### config.mk
export PLATFORM = sky130hd
export DESIGN_NAME = sha256_stream_hasher_unit
export DESIGN_NICKNAME = d
export VERILOG_FILES = /design/src/rtl/s256h_pkg.sv /design/src/rtl/s256h_cmd_fifo.sv /design/src/rtl/s256h_engine.sv /design/src/rtl/sha256_stream_hasher_unit.sv
export SDC_FILE = /design/constraint.sdc
export NUM_CORES = 2
export LEC_CHECK = 0
export BUFFER_PORTS_ARGS = -buffer_cell sky130_fd_sc_hd__buf_2
export CORE_ASPECT_RATIO = 0.6
export CORE_UTILIZATION = 40
export DETAILED_ROUTE_END_ITERATION = 6
export GPL_ROUTABILITY_DRIVEN = 0
export GPL_TIMING_DRIVEN = 0
export PLACE_DENSITY_LB_ADDON = 0.12
export SETUP_SLACK_MARGIN = 0.05
export SLEW_MARGIN = 15
export SYNTH_ARGS = -nofsm -noshare
export SYNTH_HDL_FRONTEND = slang
export SYNTH_HIERARCHICAL = 1
export SYNTH_SLANG_ARGS = --single-unit
### constraint.sdc
create_clock -name clk -period 8.7 [get_ports clk]
set_input_delay 0.435 -clock clk [delete_from_list [all_inputs] [get_ports clk]]
set_output_delay 0.435 -clock clk [all_outputs]
set_load 0.005 [all_outputs]
### src/rtl/s256h_pkg.sv
// ----------------------------------------------------------------------------
// s256h_pkg: shared types and constants for the streaming sha-256 hasher
// Round constants, initial hash values and the beat format used between the
// front (byte intake) and the back (compression and digest output).
// ----------------------------------------------------------------------------
package s256h_pkg;

	localparam int unsigned CmdQDepth = 4;

	// command beat from the front to the back
	typedef struct packed {
		logic [7:0] data_byte;
		logic       has_byte;
		logic       last;
	} cmd_t;

	typedef enum logic [2:0] {
		ST_IDLE,
		ST_ROUNDS,
		ST_FOLD,
		ST_PAD,
		ST_EMIT
	} back_state_t;

	localparam logic [31:0] HashInit [8] = '{
		32'h6a09e667, 32'hbb67ae85, 32'h3c6ef372, 32'ha54ff53a,
		32'h510e527f, 32'h9b05688c, 32'h1f83d9ab, 32'h5be0cd19
	};

	localparam logic [7:0] PadByte = 8'h80;

	function automatic logic [31:0] round_k(input logic [5:0] r);
		logic [31:0] k;
		case (r)
			6'd0: k = 32'h428a2f98; 6'd1: k = 32'h71374491;
			6'd2: k = 32'hb5c0fbcf; 6'd3: k = 32'he9b5dba5;
			6'd4: k = 32'h3956c25b; 6'd5: k = 32'h59f111f1;
			6'd6: k = 32'h923f82a4; 6'd7: k = 32'hab1c5ed5;
			6'd8: k = 32'hd807aa98; 6'd9: k = 32'h12835b01;
			6'd10: k = 32'h243185be; 6'd11: k = 32'h550c7dc3;
			6'd12: k = 32'h72be5d74; 6'd13: k = 32'h80deb1fe;
			6'd14: k = 32'h9bdc06a7; 6'd15: k = 32'hc19bf174;
			6'd16: k = 32'he49b69c1; 6'd17: k = 32'hefbe4786;
			6'd18: k = 32'h0fc19dc6; 6'd19: k = 32'h240ca1cc;
			6'd20: k = 32'h2de92c6f; 6'd21: k = 32'h4a7484aa;
			6'd22: k = 32'h5cb0a9dc; 6'd23: k = 32'h76f988da;
			6'd24: k = 32'h983e5152; 6'd25: k = 32'ha831c66d;
			6'd26: k = 32'hb00327c8; 6'd27: k = 32'hbf597fc7;
			6'd28: k = 32'hc6e00bf3; 6'd29: k = 32'hd5a79147;
			6'd30: k = 32'h06ca6351; 6'd31: k = 32'h14292967;
			6'd32: k = 32'h27b70a85; 6'd33: k = 32'h2e1b2138;
			6'd34: k = 32'h4d2c6dfc; 6'd35: k = 32'h53380d13;
			6'd36: k = 32'h650a7354; 6'd37: k = 32'h766a0abb;
			6'd38: k = 32'h81c2c92e; 6'd39: k = 32'h92722c85;
			6'd40: k = 32'ha2bfe8a1; 6'd41: k = 32'ha81a664b;
			6'd42: k = 32'hc24b8b70; 6'd43: k = 32'hc76c51a3;
			6'd44: k = 32'hd192e819; 6'd45: k = 32'hd6990624;
			6'd46: k = 32'hf40e3585; 6'd47: k = 32'h106aa070;
			6'd48: k = 32'h19a4c116; 6'd49: k = 32'h1e376c08;
			6'd50: k = 32'h2748774c; 6'd51: k = 32'h34b0bcb5;
			6'd52: k = 32'h391c0cb3; 6'd53: k = 32'h4ed8aa4a;
			6'd54: k = 32'h5b9cca4f; 6'd55: k = 32'h682e6ff3;
			6'd56: k = 32'h748f82ee; 6'd57: k = 32'h78a5636f;
			6'd58: k = 32'h84c87814; 6'd59: k = 32'h8cc70208;
			6'd60: k = 32'h90befffa; 6'd61: k = 32'ha4506ceb;
			6'd62: k = 32'hbef9a3f7; default: k = 32'hc67178f2;
		endcase
		return k;
	endfunction

	function automatic logic [31:0] rotr(input logic [31:0] x, input int unsigned n);
		return (x >> n) | (x << (32 - n));
	endfunction

endpackage

### src/rtl/s256h_cmd_fifo.sv
// ----------------------------------------------------------------------------
// s256h_cmd_fifo: intake queue for input beats
// Small register queue that decouples the input side from the compression
// engine; it also drops beats that carry neither a byte nor an end mark.
// ----------------------------------------------------------------------------
module s256h_cmd_fifo #(
	parameter int unsigned DEPTH = s256h_pkg::CmdQDepth
) (
	input  logic              clk,
	input  logic              arst_n,
	input  logic              push,
	input  s256h_pkg::cmd_t   wr_cmd,
	output logic              full,
	input  logic              rd_pop,
	output logic              rd_valid,
	output s256h_pkg::cmd_t   rd_cmd
);

	localparam int unsigned AW = (DEPTH > 1) ? $clog2(DEPTH) : 1;

	s256h_pkg::cmd_t  mem_q [DEPTH];
	logic [AW-1:0]    wp_q, rp_q;
	logic [AW:0]      cnt_q;
	logic             do_wr, do_rd;

	assign full     = (cnt_q == (AW+1)'(DEPTH));
	assign rd_valid = (cnt_q != '0);
	assign rd_cmd   = mem_q[rp_q];
	// idle beats are accepted but never stored
	assign do_wr    = push && !full && (wr_cmd.has_byte || wr_cmd.last);
	assign do_rd    = rd_pop && rd_valid;

	// storage
	always_ff @(posedge clk) begin
		if (do_wr) mem_q[wp_q] <= wr_cmd;
	end

	// pointers and count
	always_ff @(posedge clk or negedge arst_n) begin
		if (!arst_n) begin
			wp_q  <= '0;
			rp_q  <= '0;
			cnt_q <= '0;
		end else begin
			if (do_wr) wp_q <= (wp_q == AW'(DEPTH-1)) ? '0 : wp_q + 1'b1;
			if (do_rd) rp_q <= (rp_q == AW'(DEPTH-1)) ? '0 : rp_q + 1'b1;
			cnt_q <= cnt_q + (AW+1)'(do_wr) - (AW+1)'(do_rd);
		end
	end

	assert property (@(posedge clk) disable iff (!arst_n) cnt_q <= (AW+1)'(DEPTH))
		else $error("queue count overflow");
	assert property (@(posedge clk) disable iff (!arst_n) (cnt_q == '0) |-> !do_rd)
		else $error("pop of empty queue");
	assert property (@(posedge clk) disable iff (!arst_n) full |=> !$past(do_wr))
		else $error("write while full");

endmodule

### src/rtl/s256h_engine.sv
// ----------------------------------------------------------------------------
// s256h_engine: block packing, padding, compression and digest output
// Packs bytes into the block buffer, runs one round per cycle, pads on the
// end mark and hands out the eight digest words through an output register.
// ----------------------------------------------------------------------------
module s256h_engine (
	input  logic              clk,
	input  logic              arst_n,
	input  logic              cmd_valid,
	input  s256h_pkg::cmd_t   cmd,
	output logic              cmd_pop,
	output logic              empty,
	input  logic              pop,
	output logic [31:0]       digest_word,
	output logic [2:0]        word_index,
	output logic              last_word
);

	s256h_pkg::back_state_t state_q, state_d;

	logic [31:0] chain_q [8];
	logic [31:0] blk_q   [16];
	logic [31:0] wv_q    [8];
	logic [5:0]  fill_q;
	logic [60:0] total_q;
	logic [5:0]  rnd_q;
	logic        fin_q;     // end of message pending after this block
	logic        lenblk_q;  // block being compressed holds the length
	logic        padded_q;  // 0x80 byte already placed for this message
	logic [2:0]  widx_q;
	logic        ovalid_q;
	logic [31:0] oword_q;
	logic [2:0]  oidx_q;

	// byte placement
	logic [3:0]  pb_word;
	logic [1:0]  pb_lane;
	logic [7:0]  pb_data;
	logic        put_en;
	logic [5:0]  fill_nx;
	logic        len_fits;

	// schedule word for this round, taken from the sliding window
	logic [31:0] w15, w2, s0, s1, wr, t1, t2, ch, mj, e1, a0;
	logic [31:0] wnew;
	assign w15  = blk_q[1];
	assign w2   = blk_q[14];
	assign s0   = s256h_pkg::rotr(w15, 7) ^ s256h_pkg::rotr(w15, 18) ^ (w15 >> 3);
	assign s1   = s256h_pkg::rotr(w2, 17) ^ s256h_pkg::rotr(w2, 19) ^ (w2 >> 10);
	assign wnew = blk_q[0] + s0 + blk_q[9] + s1;
	assign wr   = (rnd_q < 6'd16) ? blk_q[0] : wnew;
	assign e1   = s256h_pkg::rotr(wv_q[4], 6) ^ s256h_pkg::rotr(wv_q[4], 11)
	            ^ s256h_pkg::rotr(wv_q[4], 25);
	assign ch   = (wv_q[4] & wv_q[5]) ^ (~wv_q[4] & wv_q[6]);
	assign a0   = s256h_pkg::rotr(wv_q[0], 2) ^ s256h_pkg::rotr(wv_q[0], 13)
	            ^ s256h_pkg::rotr(wv_q[0], 22);
	assign mj   = (wv_q[0] & wv_q[1]) ^ (wv_q[0] & wv_q[2]) ^ (wv_q[1] & wv_q[2]);
	assign t1   = wv_q[7] + e1 + ch + s256h_pkg::round_k(rnd_q) + wr;
	assign t2   = a0 + mj;

	// output register frees when taken
	logic out_free;
	assign out_free = !ovalid_q || pop;

	// control
	always_comb begin
		state_d = state_q;
		cmd_pop = 1'b0;
		put_en  = 1'b0;
		pb_data = cmd.data_byte;
		unique case (state_q)
			s256h_pkg::ST_IDLE: begin
				if (cmd_valid) begin
					cmd_pop = 1'b1;
					put_en  = cmd.has_byte;
					if (cmd.has_byte && fill_q == 6'd63) state_d = s256h_pkg::ST_ROUNDS;
					else if (cmd.last) state_d = s256h_pkg::ST_PAD;
				end
			end
			s256h_pkg::ST_ROUNDS: if (rnd_q == 6'd63) state_d = s256h_pkg::ST_FOLD;
			s256h_pkg::ST_FOLD: begin
				if (!fin_q) state_d = s256h_pkg::ST_IDLE;
				else if (lenblk_q) state_d = s256h_pkg::ST_EMIT;
				else state_d = s256h_pkg::ST_PAD;
			end
			s256h_pkg::ST_PAD:  state_d = s256h_pkg::ST_ROUNDS;
			s256h_pkg::ST_EMIT: if (out_free && widx_q == 3'd7) state_d = s256h_pkg::ST_IDLE;
			default:            state_d = s256h_pkg::ST_IDLE;
		endcase
	end

	assign pb_word = fill_q[5:2];
	assign pb_lane = fill_q[1:0];
	assign fill_nx = fill_q + 6'd1;
	// the length goes in this pad block: always on the second one, else when
	// the fill after the pad byte is 1..56
	assign len_fits = padded_q || ((fill_nx != 6'd0) && (fill_nx <= 6'd56));

	always_ff @(posedge clk or negedge arst_n) begin
		if (!arst_n) state_q <= s256h_pkg::ST_IDLE;
		else         state_q <= state_d;
	end

	// control registers
	always_ff @(posedge clk or negedge arst_n) begin
		if (!arst_n) begin
			fill_q   <= '0;
			total_q  <= '0;
			rnd_q    <= '0;
			fin_q    <= 1'b0;
			lenblk_q <= 1'b0;
			padded_q <= 1'b0;
			widx_q   <= '0;
			ovalid_q <= 1'b0;
			for (int i = 0; i < 8; i++) chain_q[i] <= s256h_pkg::HashInit[i];
		end else begin
			if (state_q == s256h_pkg::ST_EMIT && out_free) ovalid_q <= 1'b1;
			else if (pop) ovalid_q <= 1'b0;
			unique case (state_q)
				s256h_pkg::ST_IDLE: if (cmd_valid) begin
					fin_q    <= cmd.last;
					lenblk_q <= 1'b0;
					rnd_q    <= '0;
					if (cmd.has_byte) begin
						fill_q  <= fill_nx;
						total_q <= total_q + 61'd1;
					end
				end
				s256h_pkg::ST_ROUNDS: rnd_q <= rnd_q + 6'd1;
				s256h_pkg::ST_FOLD: begin
					for (int i = 0; i < 8; i++) chain_q[i] <= chain_q[i] + wv_q[i];
					widx_q <= '0;
				end
				s256h_pkg::ST_PAD: begin
					rnd_q    <= '0;
					// the 0x80 byte goes in only once per message
					if (!padded_q) fill_q <= fill_nx;
					lenblk_q <= len_fits;
					padded_q <= 1'b1;
				end
				s256h_pkg::ST_EMIT: if (out_free) begin
					widx_q <= widx_q + 3'd1;
					if (widx_q == 3'd7) begin
						for (int i = 0; i < 8; i++) chain_q[i] <= s256h_pkg::HashInit[i];
						fill_q   <= '0;
						total_q  <= '0;
						padded_q <= 1'b0;
					end
				end
				default: ;
			endcase
		end
	end

	// block buffer: byte packing, padding and schedule window shift
	always_ff @(posedge clk) begin
		if (put_en) begin
			case (pb_lane)
				2'd0: blk_q[pb_word] <= {pb_data, 24'h0};
				2'd1: blk_q[pb_word][23:16] <= pb_data;
				2'd2: blk_q[pb_word][15:8]  <= pb_data;
				default: blk_q[pb_word][7:0] <= pb_data;
			endcase
		end
		if (state_q == s256h_pkg::ST_PAD) begin
			for (int k = 0; k < 16; k++) begin
				if (len_fits && k == 14) begin
					blk_q[k] <= total_q[60:29];
				end else if (len_fits && k == 15) begin
					blk_q[k] <= {total_q[28:0], 3'b000};
				end else if (padded_q) begin
					blk_q[k] <= '0;
				end else if (4'(k) == pb_word) begin
					case (pb_lane)
						2'd0: blk_q[k] <= {s256h_pkg::PadByte, 24'h0};
						2'd1: blk_q[k] <= {blk_q[k][31:24], s256h_pkg::PadByte, 16'h0};
						2'd2: blk_q[k] <= {blk_q[k][31:16], s256h_pkg::PadByte, 8'h0};
						default: blk_q[k] <= {blk_q[k][31:8], s256h_pkg::PadByte};
					endcase
				end else if (4'(k) > pb_word) begin
					blk_q[k] <= '0;
				end
			end
		end
		if (state_q == s256h_pkg::ST_ROUNDS) begin
			for (int k = 0; k < 15; k++) blk_q[k] <= blk_q[k+1];
			blk_q[15] <= wr;
		end
	end

	// working variables
	always_ff @(posedge clk) begin
		if (state_d == s256h_pkg::ST_ROUNDS && state_q != s256h_pkg::ST_ROUNDS) begin
			for (int i = 0; i < 8; i++) wv_q[i] <= chain_q[i];
		end else if (state_q == s256h_pkg::ST_ROUNDS) begin
			for (int j = 7; j > 0; j--) begin
				if (j != 4) wv_q[j] <= wv_q[j-1];
			end
			wv_q[4] <= wv_q[3] + t1;
			wv_q[0] <= t1 + t2;
		end
	end

	// digest output register
	always_ff @(posedge clk) begin
		if (state_q == s256h_pkg::ST_EMIT && out_free) begin
			oword_q <= chain_q[widx_q];
			oidx_q  <= widx_q;
		end
	end

	assign empty       = !ovalid_q;
	assign digest_word = oword_q;
	assign word_index  = oidx_q;
	assign last_word   = (oidx_q == 3'd7);

	assert property (@(posedge clk) disable iff (!arst_n)
		(state_q == s256h_pkg::ST_ROUNDS) |-> !cmd_pop)
		else $error("intake during rounds");
	assert property (@(posedge clk) disable iff (!arst_n)
		(state_q == s256h_pkg::ST_FOLD) |-> $past(rnd_q) == 6'd63)
		else $error("fold before last round");
	assert property (@(posedge clk) disable iff (!arst_n)
		(ovalid_q && !pop) |=> $stable(oword_q))
		else $error("result changed while waiting");

endmodule

### src/rtl/sha256_stream_hasher_unit.sv
// ----------------------------------------------------------------------------
// sha256_stream_hasher_unit: streaming sha-256 hasher
// Byte stream in, eight digest words out per message.
// ----------------------------------------------------------------------------
//  channel  | handshake      | payload
//  input    | push / full    | data_byte, has_byte, last
//  result   | pop / empty    | digest_word, word_index, last_word
//
// the engine packs byte beats while idle; every 64th byte starts the 64
// one-per-cycle rounds and the fold into the chaining words.
// an end beat adds one or two padded blocks plus 8 words.
// the intake queue keeps taking up to four beats while the engine runs rounds.
// arst_n clears control and loads the initial hash values at once.
module sha256_stream_hasher_unit #(
	parameter int unsigned QDEPTH = s256h_pkg::CmdQDepth
) (
	input  logic        clk,
	input  logic        arst_n,
	input  logic        push,
	output logic        full,
	input  logic [7:0]  data_byte,
	input  logic        has_byte,
	input  logic        last,
	output logic        empty,
	input  logic        pop,
	output logic [31:0] digest_word,
	output logic [2:0]  word_index,
	output logic        last_word
);

	s256h_pkg::cmd_t wr_cmd, rd_cmd;
	logic            rd_valid, rd_pop;

	assign wr_cmd = '{data_byte: data_byte, has_byte: has_byte, last: last};

	s256h_cmd_fifo #(.DEPTH(QDEPTH)) u_fifo (
		.clk, .arst_n, .push, .wr_cmd, .full,
		.rd_pop, .rd_valid, .rd_cmd
	);

	s256h_engine u_engine (
		.clk, .arst_n,
		.cmd_valid(rd_valid), .cmd(rd_cmd), .cmd_pop(rd_pop),
		.empty, .pop, .digest_word, .word_index, .last_word
	);

endmodule
Word-level counts from Yosys, hierarchy flattened. Memories as Yosys holds them, arrays and structs flattened. Cells that the tools add are included.

Register bits: 381. Latch bits: 0. Bits in writable memories: 808. Bits in read-only memories: 2048. Output and inout bits: 38. Logic and storage cells: 808. Memories: 4.

Memory list: (name not given) (words 64, bits a word 32, rd ports 1, clocked after Yosys merged registers in 0, write ports 0, line s256h_pkg.sv:34) `case (r)`; u_engine.blk_q (words 16, bits a word 32, rd ports 16, clocked after Yosys merged registers in 0, write ports 16, line s256h_engine.sv:22) `logic [31:0] blk_q [16];`; u_engine.wv_q (words 8, bits a word 32, rd ports 8, clocked after Yosys merged registers in 0, write ports 8, line s256h_engine.sv:23) `logic [31:0] wv_q [8];`; u_fifo.mem_q (words 4, bits a word 10, rd ports 1, clocked after Yosys merged registers in 0, write ports 1, line s256h_cmd_fifo.sv:21) `s256h_pkg::cmd_t mem_q [DEPTH];`.

Add/subtract/negate cells: 26. Multipliers: 0. Div/mod/pow operators: 0. Order comparisons: 19. Equal/unequal tests: 35. Shift-type cells: 0. Mux-type cells: 530. Bitwise logic cells: 137. Reductions and logical operators: 35.

Operators with widths (count): 32-bit 2-to-1 mux (110); 32-bit adder (18); 256-bit 2-to-1 mux (2); 256-bit case mux with 2 select lines (1); 1-bit 2-to-1 mux (384); 32-bit XOR (9); 61-bit 2-to-1 mux (4); 32-bit AND (5); 61-bit case mux with 2 select lines (1); 1-bit OR (109); 32-bit binary-select mux with 3-bit select (1); 61-bit by 1-bit adder with 61-bit output, second input constant (1); 6-bit 2-to-1 mux (6); 6-bit case mux with 3 select lines (2); 4-bit equality test, first input constant (8); 4-bit greater-than comparator, first input constant (8); 32-bit NOT (1); 10-bit by 32-bit OR with 32-bit output (1); 13-bit by 32-bit OR with 32-bit output (1); 14-bit by 32-bit OR with 32-bit output (1); 15-bit by 32-bit OR with 32-bit output (1); 19-bit by 32-bit OR with 32-bit output (1); 21-bit by 32-bit OR with 32-bit output (1); 25-bit by 32-bit OR with 32-bit output (1); 51 further kinds (105).

Longest topological paths before layout.
Depth in word-level cells: 14. Gate-level depth with buffers: 48. Mapped depth without buffers: 48.

Modules after synthesis. Netlist, hierarchy kept.

By module, submodules not included: s256h_engine (times used 1, cells an instance 8061, area each 77543.1 um^2); s256h_cmd_fifo (times used 1, cells an instance 91, area each 1900.6 um^2).

Worst setup path after synthesis. Ideal clock, no wire load.

Path kind: register -> register. Start: memory u_engine.blk_q[14][18]. End: memory u_engine.wv_q[0][31], data pin. Library setup time: 0.263 ns. Data arrival time: 9.071 ns. Slack: -0.634 ns. Stages on the path, launching flop included: 48. Clock period less this slack: 9.334 ns. Cell sequence: edfxtp_1 xnor2_1 xnor2_1 fa_1 fa_1 ha_1 inv_1 fa_1 nor2b_1 o31ai_1 a211o_1 a21o_1 nor2b_1 nor2_1 nor3_1 nor3_1 a21oi_1 fa_1 (+12 left out) a31oi_1 nor2b_1 nor2_1 inv_1 a31o_2 a21o_1 xnor2_1 fa_1 inv_1 ha_1 a21oi_1 o21ai_0 a21oi_2 o31ai_1 a21oi_1 xor2_1 xnor2_1 o21ai_1.

RTL lines (line): start, declared (s256h_engine.sv:22); end, declared (s256h_engine.sv:23).

==> summary.txt <==
Run status
  • Result of the run: finished with violations
  • Violated checks: design-rule violations, negative setup slack

Global route
  • Wire length of the first global-routing pass: 496000 µm
  • Maximum number of pins on one net before global-route repair: 88
  • Via count of the first global-routing pass: 63100
  • GRT overflow: 0
  • Number of antenna violations at the first check in global routing: 22
  • Global router's overall resource usage: 0.353

STA
  • Final WS setup: -1.76 ns
  • Final hold slack: 0.119 ns
  • Setup skew after layout: 0.0655 ns
  • F_max: 0.0956 GHz
  • Final worst-path cycle share: 1.20
  • Worst slew slack as a fraction of its limit: 0.0482
  • Number of pins with negative max-slew slack in the final report: 0
  • Clock period minus worst slack: 10.46 ns
  • Final setup violating endpoints: 37
  • Unrepaired setup endpoints after global routing: true
  • Worst Max-Slew Pin Slew: 1.43 ns
  • Hold Violations, Final: 0

Logic synthesis
  • Number of flops mapped to enable cells by yosys: 798
  • Ys async rst share: 0.291
  • Most frequent cells after synthesis: sky130_fd_sc_hd__nand2_1 (1179), sky130_fd_sc_hd__edfxtp_1 (798), sky130_fd_sc_hd__a21oi_1 (606), sky130_fd_sc_hd__o21ai_0 (558), sky130_fd_sc_hd__nor2_1 (532)
  • Synthesized cell area: 79400 µm²
  • Largest cells by area after synthesis: sky130_fd_sc_hd__edfxtp_1 (30%), sky130_fd_sc_hd__dfrtp_1 (6.6%), sky130_fd_sc_hd__ha_1 (6.5%), sky130_fd_sc_hd__nand2_1 (5.6%), sky130_fd_sc_hd__fa_1 (5.0%)
  • Library cell occupying the most area in the post-synthesis netlist: sky130_fd_sc_hd__edfxtp_1
  • Post-synthesis cell count: 8152
  • Fraction of post-synthesis cell area in the top cell type by area: 0.302
  • Per-instance average area after synthesis: 9.75 µm²
  • Cell with the most instances after synthesis: sky130_fd_sc_hd__nand2_1
  • Post-synthesis register bit count: 1189
  • Nets in the synthesized netlist: 8778
  • Sequential share of the synthesized area: 0.424
  • Ys flop type: sky130_fd_sc_hd__edfxtp_1
  • Count of yosys warnings during synthesis: 6
  • Number of library cell types mapped by synthesis: 106

Die
  • Vert. Die Dim: 347 µm
  • Die width: 577 µm
  • Io pins: 52
  • Die area: 200000 µm²
  • Initial Utilization: 0.403
  • Core Region: 197000 µm²
  • Row cnt: 126

Place
  • Total instance count after detailed placement: 10900
  • Buffers added on ports: 51
  • DP Worst Slack: -3.09 ns
  • Final HPWL DP: 288000 µm

Finish
  • Fraction of final layout cells with drive strength greater than 1: 0.135
  • Area Growth Syn to Fin: 15.6%
  • Cell Count, Final, Fillers Out: 11300
  • Final Net Count: 9190

Worst setup path
  • Data arrival at the endpoint of the critical path: 10.95 ns
  • CP startpoint: u_engine/blk_q[1][19]$_DFFE_PP_
  • Critical Path Sink Type: flip-flop
  • Largest driver fanout on the critical path: 5
  • Data required time at the worst endpoint: 9.18 ns
  • Most frequent cell on the critical path: sky130_fd_sc_hd__fa_1
  • Critical path type: flip-flop to flip-flop
  • Type of origin of the critical path: flip-flop
  • Worst reg2reg startpoint: u_engine/blk_q[1][19]$_DFFE_PP_
  • CP max stage cell: sky130_fd_sc_hd__fa_1
  • Flop2flop setup slack: -1.76 ns
  • Largest incremental delay on the critical path: 0.55 ns
  • Capturing instance or port of the critical path: u_engine/wv_q[0][29]$_DFFE_PP_
  • Cell depth of the worst flop-to-flop path: 45
  • End of the worst register-to-register path: u_engine/wv_q[0][29]$_DFFE_PP_

Clock network
  • Max H-tree Level: 4
  • TritonCTS clock tree: yes
  • Num Clock Sinks: 1189
  • Maximum number of buffers from clock root to sink: 4
  • Post-CTS clock slew at the launch and capture registers of the worst setup and hold paths: 0.06 ns
  • Insertion delay to the later sink of the worst-skew pair: 0.83 ns
  • Total clock buffers created by CTS: 138
  • Clk Tree Root Cell: sky130_fd_sc_hd__clkbuf_16

Detailed routing
  • Detailed-routing iteration count for the pre-antenna-repair pass: 7
  • Sum of routed wire length over all layers: 365000 µm
  • Count of nets left with antenna violations after detail routing: 0
  • Via Count: 71700
  • Detailed-route vias per instance: 6.35
  • Per-cell routed wire length: 32.3 µm
  • Drc violations: 325
  • Drt first-iter violations: 13300

Run
  • Max-cap viol count: 0

Worst hold path
  • Min-delay worst type: primary input to asynchronous set/reset pin
area by class of cell:
type / instances / area (µm²)
diodes: 14 / 35.0
plain buffers: 458 / 1830
clock buffers: 185 / 3830
clock inverters: 57 / 483
fillers: 18500 / 105000
inverters: 469 / 1760
multi-input cells: 6034 / 44500
flip-flops and latches: 1189 / 33700
well taps: 2624 / 3280
repair buffers: 274 / 2480
sequential cells by signal, indices dropped and copies added, names as in the netlist:
register / count
u_engine/blk_q: 512
u_engine/chain_q: 256
u_engine/digest_word: 32
u_engine/fill_q: 6
u_engine/fin_q: 1
u_engine/lenblk_q: 1
u_engine/ovalid_q: 1
u_engine/padded_q: 1
u_engine/rnd_q: 6
u_engine/state_q: 3
u_engine/total_q: 61
u_engine/widx_q: 3
u_engine/word_index: 3
u_engine/wv_q: 256
u_fifo/cnt_q: 3
u_fifo/mem_q: 40
u_fifo/rp_q: 2
u_fifo/wp_q: 2
layer usage:
metal / vias to the layer above / routed length (µm) / part of all wire / GRT usage
li1: 29900 / - / - / -
met1: 35600 / 164000 / 0.45 / 0.555
met2: 5494 / 118000 / 0.32 / 0.380
met3: 712 / 72600 / 0.20 / 0.214
met4: 34 / 9270 / 0.025 / 0.0720
met5: - / 1220 / 0.0033 / 0.0218
layout by cell type (no fill, tap or decap), types with 38 or more instances in the layout:
master / instances
sky130_fd_sc_hd__a211oi_1: 59
sky130_fd_sc_hd__a21o_1: 410
sky130_fd_sc_hd__a21oi_1: 533
sky130_fd_sc_hd__a21oi_2: 60
sky130_fd_sc_hd__a221o_1: 70
sky130_fd_sc_hd__a221oi_1: 49
sky130_fd_sc_hd__a22o_1: 59
sky130_fd_sc_hd__a31oi_1: 40
sky130_fd_sc_hd__and3_1: 44
sky130_fd_sc_hd__buf_2: 61
sky130_fd_sc_hd__buf_4: 145
sky130_fd_sc_hd__buf_6: 45
sky130_fd_sc_hd__clkbuf_1: 388
sky130_fd_sc_hd__clkbuf_16: 142
sky130_fd_sc_hd__clkbuf_2: 49
sky130_fd_sc_hd__dfrtp_1: 209
sky130_fd_sc_hd__dfstp_2: 136
sky130_fd_sc_hd__dfxtp_1: 45
sky130_fd_sc_hd__edfxtp_1: 798
sky130_fd_sc_hd__fa_1: 191
sky130_fd_sc_hd__ha_1: 382
sky130_fd_sc_hd__inv_1: 444
sky130_fd_sc_hd__mux4_2: 80
sky130_fd_sc_hd__nand2_1: 1169
sky130_fd_sc_hd__nand2b_1: 85
sky130_fd_sc_hd__nand3_1: 128
sky130_fd_sc_hd__nor2_1: 516
sky130_fd_sc_hd__nor2b_1: 47
sky130_fd_sc_hd__nor3_1: 114
sky130_fd_sc_hd__o211ai_1: 38
sky130_fd_sc_hd__o21a_1: 52
sky130_fd_sc_hd__o21ai_0: 485
sky130_fd_sc_hd__o21ai_1: 59
sky130_fd_sc_hd__o21bai_1: 54
sky130_fd_sc_hd__xnor2_1: 324
sky130_fd_sc_hd__xnor2_2: 39
sky130_fd_sc_hd__xor2_1: 258
what timing repair did:
action | 4_1_cts | 5_1_grt
hold endpoints to repair | 89 | 0
hold buffers | 11 | 0
setup buffers | 97 | 67
gates resized for setup | 235 | 196
pin swaps | 89 | 123
setup endpoints to repair | 48 | 44
worst min path at each step:
stage	from	end	slack, ns
final	arst_n	u_engine/chain_q[248]$_DFFE_PN0P_	0.12
after detailed placement	arst_n	u_engine/chain_q[252]$_DFFE_PN0P_	0.33
after global routing	arst_n	u_engine/chain_q[252]$_DFFE_PN0P_	0.12
after CTS	arst_n	u_engine/chain_q[248]$_DFFE_PN0P_	0.08
after floorplan	arst_n	u_engine/chain_q[103]$_DFFE_PN0P_	0.14
after global placement	u_engine/blk_q[15][0]$_SDFFE_PN0P_	u_engine/blk_q[15][0]$_SDFFE_PN0P_	0.48
through the flow:
step                setup TNS [ns]  instance area, µm²  utilization
finish                      -38.67               91900        0.467
global route                -42.48               91800        0.466
CTS                         -29.30               90400        0.459
detailed placement          -84.43               84000        0.427
global placement          -1505.56               83100        0.422
floorplan                    -1.09               79600            -
worst max-delay path, delay by kind of cell, from the launching register on:
| family | cells | cell delay (ns) |
|---|---|---|
| fa+ha+maj | 10 | 4.18 |
| buf+inv | 7 | 0.70 |
| flops | 1 | 0.53 |
| xor+xnor | 5 | 0.97 |
| compound gates | 15 | 2.74 |
| simple gates | 8 | 0.97 |
kinds of logic (layout without fill, tap and decap cells):
group,after synthesis,count (layout),share of synthesized area
other cells,0,14,0
compound gates,2283,2283,0.184
fa+ha+maj,617,617,0.116
buf+inv,929,1443,0.0443
xor+xnor,633,633,0.0699
mux,157,157,0.0331
simple gates,2344,2344,0.129
flops,1189,1189,0.424
Power is left out: the tool's default activity adds up to more than one toggle a clock period on the data nets, which glitch-free logic cannot reach.
